### config.mk
export PLATFORM = sky130hd
export DESIGN_NAME = lorenz_euler_integrator
export DESIGN_NICKNAME = d
export VERILOG_FILES = /design/src/lei_pkg.sv /design/src/lei_csr.sv /design/src/lei_dp.sv /design/src/lei_ctrl.sv /design/src/lorenz_euler_integrator.sv
export SDC_FILE = /design/constraint.sdc
export NUM_CORES = 2
export LEC_CHECK = 0
export ABC_CLOCK_PERIOD_IN_PS = 14300
export BUFFER_PORTS_ARGS = -buffer_cell sky130_fd_sc_hd__buf_2
export CAP_MARGIN = 0
export CORE_UTILIZATION = 25
export DETAILED_ROUTE_END_ITERATION = 8
export GPL_TIMING_DRIVEN = 0
export PLACE_DENSITY_LB_ADDON = 0.2
export RECOVER_POWER = 100
export SLEW_MARGIN = 5
export SYNTH_ARGS = -nofsm -noshare
export SYNTH_HDL_FRONTEND = slang
export SYNTH_SLANG_ARGS = --single-unit
### constraint.sdc
create_clock -name clock -period 14.3 [get_ports clock]
set_clock_uncertainty 0.05 [all_clocks]
set_input_delay 2.86 -clock clock [delete_from_list [all_inputs] [get_ports clock]]
set_output_delay 2.86 -clock clock [all_outputs]
set_load 0.005 [all_outputs]
### src/lei_pkg.sv
// Shared types, codes and saturation helpers for the Lorenz Euler integrator.
package lei_pkg;

   localparam int CSR_ADDR_W = 5;
   localparam int CSR_DATA_W = 32;

   localparam logic [2:0] REG_SIGMA   = 3'd0;
   localparam logic [2:0] REG_RHO     = 3'd1;
   localparam logic [2:0] REG_BETA    = 3'd2;
   localparam logic [2:0] REG_DT      = 3'd3;
   localparam logic [2:0] REG_START_X = 3'd4;
   localparam logic [2:0] REG_START_Y = 3'd5;
   localparam logic [2:0] REG_START_Z = 3'd6;

   localparam logic signed [31:0] MAX32 = 32'sh7FFF_FFFF;
   localparam logic signed [31:0] MIN32 = 32'sh8000_0000;

   typedef enum logic [1:0] {
      ST_IDLE,
      ST_PREP,
      ST_MUL,
      ST_FIN
   } state_type;

   // One multiply per step but the drain step; every step after the first retires the previous product.
   typedef enum logic [2:0] {
      STEP_SIGMA,
      STEP_X_RZ,
      STEP_X_Y,
      STEP_BETA,
      STEP_DT_DX,
      STEP_DT_DY,
      STEP_DT_DZ,
      STEP_DRAIN
   } step_type;

   typedef struct packed {
      logic [30:0]        sigma;
      logic [30:0]        rho;
      logic [30:0]        beta;
      logic [30:0]        dt;
      logic signed [31:0] start_x;
      logic signed [31:0] start_y;
      logic signed [31:0] start_z;
   } coef_type;

   typedef struct packed {
      logic     load;
      logic     prep;
      logic     run;
      step_type step;
      logic     commit;
   } dp_cmd_type;

   function automatic logic signed [31:0] sat32(input logic signed [32:0] v);
      logic signed [31:0] r;
      if (v[32] != v[31]) begin
         r = v[32] ? MIN32 : MAX32;
      end else begin
         r = v[31:0];
      end
      return r;
   endfunction

   function automatic logic signed [31:0] sat_add(input logic signed [31:0] a,
                                                  input logic signed [31:0] b);
      logic signed [32:0] s;
      s = {a[31], a} + {b[31], b};
      return sat32(s);
   endfunction

   function automatic logic signed [31:0] sat_sub(input logic signed [31:0] a,
                                                  input logic signed [31:0] b);
      logic signed [32:0] s;
      s = {a[31], a} - {b[31], b};
      return sat32(s);
   endfunction

endpackage

### src/lei_csr.sv
// Configuration register file behind the APB-style port.
module lei_csr #(
   parameter int FRAC_BITS = 20
) (
   input  logic                             clock,
   input  logic                             reset,
   input  logic                             psel,
   input  logic                             penable,
   input  logic                             pwrite,
   input  logic [lei_pkg::CSR_ADDR_W-1:0]   paddr,
   input  logic [lei_pkg::CSR_DATA_W-1:0]   pwdata,
   output logic [lei_pkg::CSR_DATA_W-1:0]   prdata,
   output lei_pkg::coef_type                coef
);
   import lei_pkg::*;

   localparam logic [63:0] ONE       = 64'd1 << FRAC_BITS;
   localparam logic [63:0] SIGMA_RAW = ONE * 64'd10;
   localparam logic [63:0] RHO_RAW   = ONE * 64'd28;
   localparam logic [63:0] BETA_RAW  = (ONE * 64'd16 + 64'd3) / 64'd6;
   localparam logic [63:0] DT_RAW    = (ONE + 64'd50) / 64'd100;
   localparam logic [63:0] LIM31     = 64'h7FFF_FFFF;
   localparam logic [30:0] SIGMA_RST = (SIGMA_RAW > LIM31) ? '1 : SIGMA_RAW[30:0];
   localparam logic [30:0] RHO_RST   = (RHO_RAW > LIM31) ? '1 : RHO_RAW[30:0];
   localparam logic [30:0] BETA_RST  = (BETA_RAW > LIM31) ? '1 : BETA_RAW[30:0];
   localparam logic [30:0] DT_RST    = (DT_RAW > LIM31) ? '1 : DT_RAW[30:0];
   localparam logic [31:0] START_RST = ONE[31:0];

   coef_type   coef_ff;
   coef_type   coef_in;
   logic       wr_en;
   logic [2:0] idx;

   assign wr_en = psel & penable & pwrite;
   assign idx   = paddr[4:2];

   always_comb begin
      coef_in = coef_ff;
      if (wr_en) begin
         case (idx)
            REG_SIGMA:   coef_in.sigma   = pwdata[30:0];
            REG_RHO:     coef_in.rho     = pwdata[30:0];
            REG_BETA:    coef_in.beta    = pwdata[30:0];
            REG_DT:      coef_in.dt      = pwdata[30:0];
            REG_START_X: coef_in.start_x = pwdata;
            REG_START_Y: coef_in.start_y = pwdata;
            REG_START_Z: coef_in.start_z = pwdata;
            default:     coef_in = coef_ff;
         endcase
      end
   end

   always_ff @(posedge clock) begin
      if (reset) begin
         coef_ff.sigma   <= SIGMA_RST;
         coef_ff.rho     <= RHO_RST;
         coef_ff.beta    <= BETA_RST;
         coef_ff.dt      <= DT_RST;
         coef_ff.start_x <= START_RST;
         coef_ff.start_y <= START_RST;
         coef_ff.start_z <= START_RST;
      end else begin
         coef_ff <= coef_in;
      end
   end

   always_comb begin
      case (idx)
         REG_SIGMA:   prdata = {1'b0, coef_ff.sigma};
         REG_RHO:     prdata = {1'b0, coef_ff.rho};
         REG_BETA:    prdata = {1'b0, coef_ff.beta};
         REG_DT:      prdata = {1'b0, coef_ff.dt};
         REG_START_X: prdata = coef_ff.start_x;
         REG_START_Y: prdata = coef_ff.start_y;
         REG_START_Z: prdata = coef_ff.start_z;
         default:     prdata = '0;
      endcase
   end

   assign coef = coef_ff;

endmodule

### src/lei_dp.sv
// Datapath: point registers, shared fixed-point multiplier and result register.
module lei_dp #(
   parameter int FRAC_BITS = 20
) (
   input  logic                clock,
   input  logic                reset,
   input  lei_pkg::coef_type   coef,
   input  lei_pkg::dp_cmd_type cmd,
   input  logic                req_restart,
   output logic signed [31:0]  rsp_pos_x_out,
   output logic signed [31:0]  rsp_pos_y_out,
   output logic signed [31:0]  rsp_pos_z_out,
   output logic signed [31:0]  rsp_deriv_x,
   output logic signed [31:0]  rsp_deriv_y,
   output logic signed [31:0]  rsp_deriv_z
);
   import lei_pkg::*;

   localparam logic [63:0]        ONE       = 64'd1 << FRAC_BITS;
   localparam logic signed [31:0] START_RST = ONE[31:0];

   logic signed [31:0] pos_x_ff, pos_y_ff, pos_z_ff;
   logic signed [31:0] ydx_ff, rmz_ff;
   logic signed [31:0] mul_ff, mul_in;
   logic signed [31:0] dx_ff, dy_ff, dz_ff, xy_ff;
   logic signed [31:0] ux_ff, uy_ff, uz_ff;
   logic signed [31:0] out_px_ff, out_py_ff, out_pz_ff;
   logic signed [31:0] out_dx_ff, out_dy_ff, out_dz_ff;
   logic signed [31:0] op_a, op_b;
   logic signed [63:0] prod, prod_sh;
   logic [32:0]        prod_hi;

   // Operand select for the shared multiplier.
   always_comb begin
      case (cmd.step)
         STEP_SIGMA: begin
            op_a = signed'({1'b0, coef.sigma});
            op_b = ydx_ff;
         end
         STEP_X_RZ: begin
            op_a = pos_x_ff;
            op_b = rmz_ff;
         end
         STEP_X_Y: begin
            op_a = pos_x_ff;
            op_b = pos_y_ff;
         end
         STEP_BETA: begin
            op_a = signed'({1'b0, coef.beta});
            op_b = pos_z_ff;
         end
         STEP_DT_DX: begin
            op_a = signed'({1'b0, coef.dt});
            op_b = dx_ff;
         end
         STEP_DT_DY: begin
            op_a = signed'({1'b0, coef.dt});
            op_b = dy_ff;
         end
         STEP_DT_DZ: begin
            op_a = signed'({1'b0, coef.dt});
            op_b = dz_ff;
         end
         default: begin
            op_a = '0;
            op_b = '0;
         end
      endcase
   end

   // Exact product, floor shift, saturate.
   assign prod    = 64'(op_a) * 64'(op_b);
   assign prod_sh = prod >>> FRAC_BITS;
   assign prod_hi = prod_sh[63:31];

   always_comb begin
      if ((&prod_hi) || !(|prod_hi)) begin
         mul_in = prod_sh[31:0];
      end else begin
         mul_in = prod_sh[63] ? MIN32 : MAX32;
      end
   end

   always_ff @(posedge clock) begin
      if (reset) begin
         pos_x_ff <= START_RST;
         pos_y_ff <= START_RST;
         pos_z_ff <= START_RST;
      end else if (cmd.load && req_restart) begin
         pos_x_ff <= coef.start_x;
         pos_y_ff <= coef.start_y;
         pos_z_ff <= coef.start_z;
      end else if (cmd.commit) begin
         pos_x_ff <= sat_add(pos_x_ff, ux_ff);
         pos_y_ff <= sat_add(pos_y_ff, uy_ff);
         pos_z_ff <= sat_add(pos_z_ff, uz_ff);
      end
   end

   always_ff @(posedge clock) begin
      if (cmd.prep) begin
         ydx_ff <= sat_sub(pos_y_ff, pos_x_ff);
         rmz_ff <= sat_sub(signed'({1'b0, coef.rho}), pos_z_ff);
      end
      if (cmd.run) begin
         mul_ff <= mul_in;
         // retire the product of the previous step
         case (cmd.step)
            STEP_X_RZ:  dx_ff <= mul_ff;
            STEP_X_Y:   dy_ff <= sat_sub(mul_ff, pos_y_ff);
            STEP_BETA:  xy_ff <= mul_ff;
            STEP_DT_DX: dz_ff <= sat_sub(xy_ff, mul_ff);
            STEP_DT_DY: ux_ff <= mul_ff;
            STEP_DT_DZ: uy_ff <= mul_ff;
            STEP_DRAIN: uz_ff <= mul_ff;
            default: ;
         endcase
      end
      if (cmd.commit) begin
         out_px_ff <= pos_x_ff;
         out_py_ff <= pos_y_ff;
         out_pz_ff <= pos_z_ff;
         out_dx_ff <= dx_ff;
         out_dy_ff <= dy_ff;
         out_dz_ff <= dz_ff;
      end
   end

   assign rsp_pos_x_out = out_px_ff;
   assign rsp_pos_y_out = out_py_ff;
   assign rsp_pos_z_out = out_pz_ff;
   assign rsp_deriv_x   = out_dx_ff;
   assign rsp_deriv_y   = out_dy_ff;
   assign rsp_deriv_z   = out_dz_ff;

endmodule

### src/lei_ctrl.sv
// Controller: sequences one item through the datapath and owns the result valid.
module lei_ctrl (
   input  logic                clock,
   input  logic                reset,
   input  logic                req_valid,
   output logic                req_ready,
   output logic                rsp_valid,
   input  logic                rsp_ready,
   output lei_pkg::dp_cmd_type cmd
);
   import lei_pkg::*;

   state_type state_ff, state_in;
   step_type  step_ff, step_in;
   logic      rsp_valid_ff, rsp_valid_in;

   always_ff @(posedge clock) begin
      if (reset) begin
         state_ff     <= ST_IDLE;
         step_ff      <= STEP_SIGMA;
         rsp_valid_ff <= 1'b0;
      end else begin
         state_ff     <= state_in;
         step_ff      <= step_in;
         rsp_valid_ff <= rsp_valid_in;
      end
   end

   always_comb begin
      state_in     = state_ff;
      step_in      = step_ff;
      rsp_valid_in = rsp_valid_ff && !rsp_ready;
      req_ready    = 1'b0;
      cmd          = '{load: 1'b0, prep: 1'b0, run: 1'b0, step: step_ff, commit: 1'b0};
      case (state_ff)
         ST_IDLE: begin
            req_ready = 1'b1;
            if (req_valid) begin
               cmd.load = 1'b1;
               state_in = ST_PREP;
            end
         end
         ST_PREP: begin
            cmd.prep = 1'b1;
            step_in  = STEP_SIGMA;
            state_in = ST_MUL;
         end
         ST_MUL: begin
            cmd.run = 1'b1;
            if (step_ff == STEP_DRAIN) begin
               state_in = ST_FIN;
            end else begin
               step_in = step_type'(3'(step_ff + 3'd1));
            end
         end
         ST_FIN: begin
            // hold until the result register is free
            if (!rsp_valid_ff || rsp_ready) begin
               cmd.commit   = 1'b1;
               rsp_valid_in = 1'b1;
               state_in     = ST_IDLE;
            end
         end
         default: begin
            state_in = ST_IDLE;
         end
      endcase
   end

   assign rsp_valid = rsp_valid_ff;

endmodule

### src/lorenz_euler_integrator.sv
// Top level of the fixed-point Lorenz attractor generator (forward Euler).
// An accepted item passes the prep state, the multiply/retire steps and the commit state.
// A new item is taken only back in idle, after the last one has committed; seven products share one multiplier.
// A full result register only stalls the final commit cycle; the first result need not wait.
// Reset (synchronous, active high) loads the default coefficients and start point,
// sets the point to the start point and empties the result register.
module lorenz_euler_integrator #(
   parameter int FRAC_BITS = 20
) (
   input  logic                           clock,
   input  logic                           reset,
   // input channel
   input  logic                           req_valid,
   output logic                           req_ready,
   input  logic                           req_restart,
   // result channel
   output logic                           rsp_valid,
   input  logic                           rsp_ready,
   output logic signed [31:0]             rsp_pos_x_out,
   output logic signed [31:0]             rsp_pos_y_out,
   output logic signed [31:0]             rsp_pos_z_out,
   output logic signed [31:0]             rsp_deriv_x,
   output logic signed [31:0]             rsp_deriv_y,
   output logic signed [31:0]             rsp_deriv_z,
   // configuration port
   input  logic                           csr_psel,
   input  logic                           csr_penable,
   input  logic                           csr_pwrite,
   input  logic [lei_pkg::CSR_ADDR_W-1:0] csr_paddr,
   input  logic [lei_pkg::CSR_DATA_W-1:0] csr_pwdata,
   output logic [lei_pkg::CSR_DATA_W-1:0] csr_prdata,
   output logic                           csr_pready
);
   import lei_pkg::*;

   coef_type   coef;
   dp_cmd_type cmd;

   // Zero-wait-state register access.
   assign csr_pready = 1'b1;

   // Coefficients and start point; the user must write them only while idle; the block does not enforce it.
   lei_csr #(
      .FRAC_BITS(FRAC_BITS)
   ) u_csr (
      .clock   (clock),
      .reset   (reset),
      .psel    (csr_psel),
      .penable (csr_penable),
      .pwrite  (csr_pwrite),
      .paddr   (csr_paddr),
      .pwdata  (csr_pwdata),
      .prdata  (csr_prdata),
      .coef    (coef)
   );

   // Sequencer: idle, difference prep, eight multiply/retire steps, commit.
   lei_ctrl u_ctrl (
      .clock     (clock),
      .reset     (reset),
      .req_valid (req_valid),
      .req_ready (req_ready),
      .rsp_valid (rsp_valid),
      .rsp_ready (rsp_ready),
      .cmd       (cmd)
   );

   // Point state, derivative pipeline and the result register.
   // Commit copies the pre-update point and derivative out, then advances the point.
   lei_dp #(
      .FRAC_BITS(FRAC_BITS)
   ) u_dp (
      .clock         (clock),
      .reset         (reset),
      .coef          (coef),
      .cmd           (cmd),
      .req_restart   (req_restart),
      .rsp_pos_x_out (rsp_pos_x_out),
      .rsp_pos_y_out (rsp_pos_y_out),
      .rsp_pos_z_out (rsp_pos_z_out),
      .rsp_deriv_x   (rsp_deriv_x),
      .rsp_deriv_y   (rsp_deriv_y),
      .rsp_deriv_z   (rsp_deriv_z)
   );

endmodule

* Word-level counts from Yosys, hierarchy flattened *
Cells that the tools add are included.

word-level totals
  register bits = 834
  bits of input ports = 45
  output and inout port bits = 227
  logic and storage cells = 139

operators by class
  add/subtract/negate cells = 8
  $mul = 1
  equal/unequal tests = 27
  muxes and demuxes = 40
  bitwise logic cells = 2
  reduce and logical (&&, ||, !) cells = 32

operators by type and width
  operator                                                                  count
  32-bit two-way mux                                                        22
  32-bit one-hot mux with 7 select lines                                    2
  32-bit by 32-bit subtractor with 33-bit output                            4
  32-bit one-hot mux with 4 select lines                                    1
  32-bit by 32-bit adder with 33-bit output                                 3
  32-bit by 32-bit multiplier with 64-bit output                            1
  2-bit AND reduction                                                       15
  3-bit == test (second input constant)                                     7
  13-bit AND reduction                                                      1
  13-bit OR reduction                                                       1
  3-bit by 2-bit == test with 1-bit output (second input constant)          4
  1-bit two-way mux                                                         9
  2-bit one-hot mux with 4 select lines                                     1
  1-bit inequality test                                                     7
  3-bit by 1-bit == test with 1-bit output (second input constant)          2
  3-bit zero test                                                           2
  2-bit two-way mux                                                         3
  3-bit one-hot mux with 2 select lines                                     1
  2-bit == test (second input constant)                                     2
  2-bit by 1-bit inequality test with 1-bit output (second input constant)  2
  2-bit inequality test (second input constant)                             2
  2-bit nonzero test                                                        2
  3-bit by 1-bit adder with 3-bit output (second input constant)            1
  1-bit zero test                                                           3
  other kinds (9)                                                           12

* Longest topological paths before layout *
  word-level depth = 8
  mapped depth = 40
  gate-level depth less buffers = 34

* Modules after synthesis *
A second synthesis with hierarchy kept.

unflattened totals
  cells, all modules = 8,493
  area total of the unflattened synthesis = 81,750.9 um2

modules (own cells, without submodules)
  module                   instances  cells an instance  area an instance (um2)  sequential area each (um2)
  lei_dp                   1          7,311              70,706.6                17,296.6
  lei_csr                  1          1,140              10,636.5                4,404.2
  lei_ctrl                 1          40                 396.6                   120.1
  lorenz_euler_integrator  1          2                  11.3                    0.0

* Worst setup path before layout *
OpenSTA, ideal clock, no wires.

  path kind = reg-to-reg
  start point = register u_ctrl.step_ff[2]
  end point = register u_dp.mul_ff[11], data pin
  library setup time = 259 ps
  data arrival time = 10,945 ps
  data required time = 13,991 ps
  setup slack = 3,046 ps
  stages on the path, launching flop included = 36
  buffers on the path = 8
  period minus slack after synthesis = 11,254 ps
  cells stage by stage = dfxtp_1 > buf_2 > clkinv_1 > clkbuf_1 > ha_1 > clkbuf_1 > clkbuf_1 > clkbuf_1 > a211o_1 > clkbuf_1 > nand2_1 > inv_1 > fa_1 > fa_1 > fa_1 > fa_1 > inv_1 > fa_1 > inv_1 > fa_1 > inv_1 > fa_1 > inv_1 > fa_1 > ha_1 > clkbuf_1 > nand4_1 > or2_2 > or4_1 > o21a_1 > o41ai_1 > xnor2_1 > nand4_1 > o41ai_4 > buf_4 > a21oi_1

between the ends
  cells in the longest elaborated chain, start to end = 8
  elaborated cells on any way between the ends = 18
  those cells by class = mul: 1; eq/ne: 6; mux: 4; reduce/logical: 7

ends and longest elaborated chain
  element                                                                           RTL line        text
  from (decl)                                                                       lei_ctrl.sv:14  step_type step_ff, step_in;
  from (signal assigned)                                                            lei_ctrl.sv:24  step_ff <= step_in;
  3-bit == test, or another cell as far along                                       lei_dp.sv:35    case (cmd.step)
  3-bit OR reduction (no source line) / 2-bit OR reduction (equally long branches)  --
  32-bit one-hot mux with 4 select lines                                            lei_dp.sv:35
  32-bit by 32-bit multiplier with 64-bit output *                                  lei_dp.sv:72    assign prod = 64'(op_a) * 64'(op_b);
  13-bit OR reduction                                                               lei_dp.sv:77    if ((&prod_hi) || !(|prod_hi)) begin
  1-bit zero test                                                                   lei_dp.sv:77
  1-bit logical OR                                                                  lei_dp.sv:77
  32-bit two-way mux *                                                              lei_dp.sv:77
  named net u_dp.mul_in[11]                                                         lei_dp.sv:24    logic signed [31:0] mul_ff, mul_in;
  to (signal assigned)                                                              lei_dp.sv:106   mul_ff <= mul_in;
  to (decl)                                                                         lei_dp.sv:24

The timed path passes the listed nets; every way through them passes the cells marked *.
A chain may end at the register's enable or synchronous reset.

* Worst setup path in the final report *
  start point = register u_ctrl.step_ff[2]
  end point = register u_dp.mul_ff[25], data pin

Same word-level chain as after synthesis.

==> results.py <==
metrics = {
    "status": {
        "outcome": "complete, but fails checks",
        "violations": "capacitance limit, slew limit",
    },
    "place": {
        "pre_cts_ws_ns": -2.07,
        "place_hpwl_microns": 324000,
        "place.gp.congestion": 1.02,
        "port_buffers": 266,
    },
    "timing": {
        "period_share_pct": 98.6,
        "finalWorstSetupSlack_ns": 0.207,
        "setup_viol": 0,
        "hold_violations": 0,
        "hold_slack_ns": 0.403,
        "finalCriticalPeriod_ns": 14.09,
        "max_freq_mhz": 71.0,
        "finalMaxSlewViolations": 504,
        "rsz0062_at_grt": "no",
        "worst_slew_pin_slew_ns": 5.24,
        "maxSlewHeadroom_pct": -250,
    },
    "route": {
        "drtPass1Iterations": 9,
        "vias": 66900,
        "drcViolationCount": 0,
        "drtIter0Drc": 7651,
        "wl_per_cell_microns": 30.6,
        "ant_nets": 0,
        "drt_wl_total_microns": 396000,
        "drt-vias-per-instance": 5.17,
    },
    "final_layout": {
        "largest_reg_flops": 220,
        "nNetsFinal": 10200,
        "fillers": 33700,
        "seqCellArea_sq_um": 21800,
        "multi_input_area_sq_um": 51400,
        "syn_to_final_growth_pct": 13.5,
        "drive_gt1_share_pct": 6.28,
    },
    "synthesis": {
        "synth_cells": 8246,
        "synth_area_leader_cell": "fa_1",
        "synth_nets": 9792,
        "yosys_warnings": 0,
        "synth_top_area_share_pct": 27.5,
        "synthArstFlopShare_pct": 0,
        "synth_area_sq_um": 79100,
        "syn_area_per_cell_sq_um": 9.59,
        "ys_ff_latch": 834,
        "ys_seq_area_share_pct": 27.6,
        "synth_flop_cell": "edfxtp_1",
        "ys_types": 103,
        "synth.area.top_cells": "fa_1 (28%), edfxtp_1 (19%), dfxtp_1 (8.1%)",
        "synth_edf_count": 512,
    },
    "die": {
        "io-pin-count": 272,
        "dieArea_sq_um": 319000,
        "die_x_microns": 565,
        "start_util_pct": 25.1,
        "fp-row-count": 206,
        "dieHeight_microns": 565,
        "core_sq_um": 315000,
    },
    "global_route": {
        "grt_pass1_vias": 65900,
        "antenna_found_initial": 42,
        "grtUsageTotal_pct": 24.6,
        "grt_max_degree": 120,
        "grt_pass1_wl_microns": 539000,
        "grt_overflow": 0,
    },
    "clocking": {
        "htree_levels": 3,
        "cts_tree": "built",
        "insertion_delay_ns": 0.86,
        "numCtsBuffers": 105,
        "cts_buffer_depth": 4,
        "clk_pin_slew_worst_paths_ns": 0.07,
        "cts_root_buf": "clkbuf_16",
        "cts_num_sinks": 834,
    },
    "worst_hold_path": {
        "worstHoldPathCells": 0,
        "hold_path_class": "reg -> reg",
        "hold_start": "u_dp.dx_ff[22]$_DFFE_PP_",
        "hold_path_end": "u_dp.rsp_deriv_x[22]$_DFFE_PP_",
    },
    "setup_path": {
        "cpMaxStageDelayCell": "a2111oi_0",
        "cp.arrival_ns": 14.65,
        "reg2reg_depth": 33,
        "rr_startpoint": "u_ctrl.step_ff[2]$_SDFFE_PP0P_",
        "end_kind": "flip-flop",
        "crit_type": "reg -> reg",
        "crit_fanout": 10,
        "reg2reg_to": "u_dp.mul_ff[25]$_DFFE_PP_",
        "r2r_slack_ns": 0.21,
        "critical_path_required_ns": 14.86,
        "crit_path_start_kind": "flip-flop",
        "path_common_cell": "fa_1",
        "max_stage_delay_ns": 0.98,
    },
    "run": {
        "maxCapViolCount": 15,
    },
}
-- worst max path at each step --
stage / startpoint / endpoint / slack, ns
finish: u_ctrl.step_ff[2]$_SDFFE_PP0P_ / u_dp.mul_ff[25]$_DFFE_PP_ / 0.21
global route: u_ctrl.step_ff[2]$_SDFFE_PP0P_ / u_dp.mul_ff[25]$_DFFE_PP_ / 0.01
CTS: u_ctrl.step_ff[2]$_SDFFE_PP0P_ / u_dp.mul_ff[10]$_DFFE_PP_ / 0.09
detailed placement: u_ctrl.step_ff[2]$_SDFFE_PP0P_ / u_dp.mul_ff[17]$_DFFE_PP_ / -2.07
global placement: u_ctrl.step_ff[2]$_SDFFE_PP0P_ / u_dp.mul_ff[14]$_DFFE_PP_ / -3.00
floorplan: u_ctrl.step_ff[2]$_SDFFE_PP0P_ / u_dp.mul_ff[11]$_DFFE_PP_ / 3.05
-- critical path: cells and delay by family (launching register included) --
kind,cells,cell delay [ns]
AO/OA/AOI/OAI,9,3.78
XOR/XNOR,1,0.12
adder cells (fa/ha/maj),10,5.22
buffers and inverters,9,3.27
flip-flops,1,0.61
AND/OR/NAND/NOR,4,0.68
-- cell type report --
class,count,share of cell area [%]
clock inverters,44,0.520
diodes,16,0.0446
plain buffers,417,1.85
clock buffers,147,3.30
well taps,4160,5.80
inverters,1199,5.03
flip-flops and latches,834,24.3
repair buffers,317,1.97
multi-input cells,5791,57.2
-- cells by family (layout without fill, tap and decap cells) --
family / count (synthesis) / after routing / share of synthesized area, %
simple gates: 2368 / 2368 / 12.6
buf+inv: 1621 / 2124 / 7.83
compound gates: 1579 / 1579 / 13.6
fa+ha+maj: 1525 / 1525 / 34.4
flops: 834 / 834 / 27.6
xor+xnor: 238 / 238 / 2.65
mux: 80 / 80 / 1.31
other cells: 1 / 17 / 0.00474
-- metal layers --
layer  share of wire (%)  GRT usage (%)
met1                  42           33.0
met2                  44           37.7
met4                 5.7           12.0
met5               0.026              0
met3                 8.8           4.74
-- stage by stage --
stage	instance area (sq um)	std cells	utilization, %	TNS (ns)
after floorplan	79100	8246	-	0
after CTS	90200	12900	28.6	0
after global routing	89800	12900	28.5	0
after detailed placement	86700	12700	27.5	-63.70
final	89800	12900	28.5	0
after global placement	85700	12700	27.2	-94.62
-- cell usage in the layout, fill, tap and decap left out, types with 60 or more instances in the layout --
cell / n
dfxtp_1: 322
clkbuf_16: 107
nand3_1: 75
fa_1: 1085
a21oi_1: 535
buf_2: 167
inv_1: 1193
clkbuf_1: 510
nor2_1: 686
ha_1: 413
a221o_1: 60
a211oi_1: 105
edfxtp_1: 512
o22ai_1: 92
nand2b_1: 61
xor2_1: 90
o21ai_0: 181
xnor2_1: 146
nand2_1: 1217
a21o_1: 137
-- synth_stat cells (all sizes together) (17+ instances only) --
cell       n
nand2   1236
inv     1198
fa      1088
nor2     688
a21oi    553
edfxtp   512
ha       413
clkbuf   366
dfxtp    322
o21ai    186
xnor2    148
a21o     138
a211oi   111
o22ai     92
xor2      90
nand3     75
a221o     62
nand2b    61
a221oi    56
buf       56
and2      53
mux2i     47
o21a      46
nor2b     45
nor3      44
a222oi    43
nand3b    38
and3      37
nand4     37
a31oi     36
o21bai    35
a22o      30
a22oi     26
maj3      24
o31ai     23
a211o     19
o211ai    19
mux4      17
-- repair_timing --
action                     in CTS  in global routing
setup endpoints to repair      32                 31
setup buffers                   2                  1
gates resized for setup        18                 14
hold buffers                    0                  0
pin swaps                       2                  2
Power is left out: the tool's default activity adds up to more than one toggle a clock period on the data nets, which glitch-free logic cannot reach.
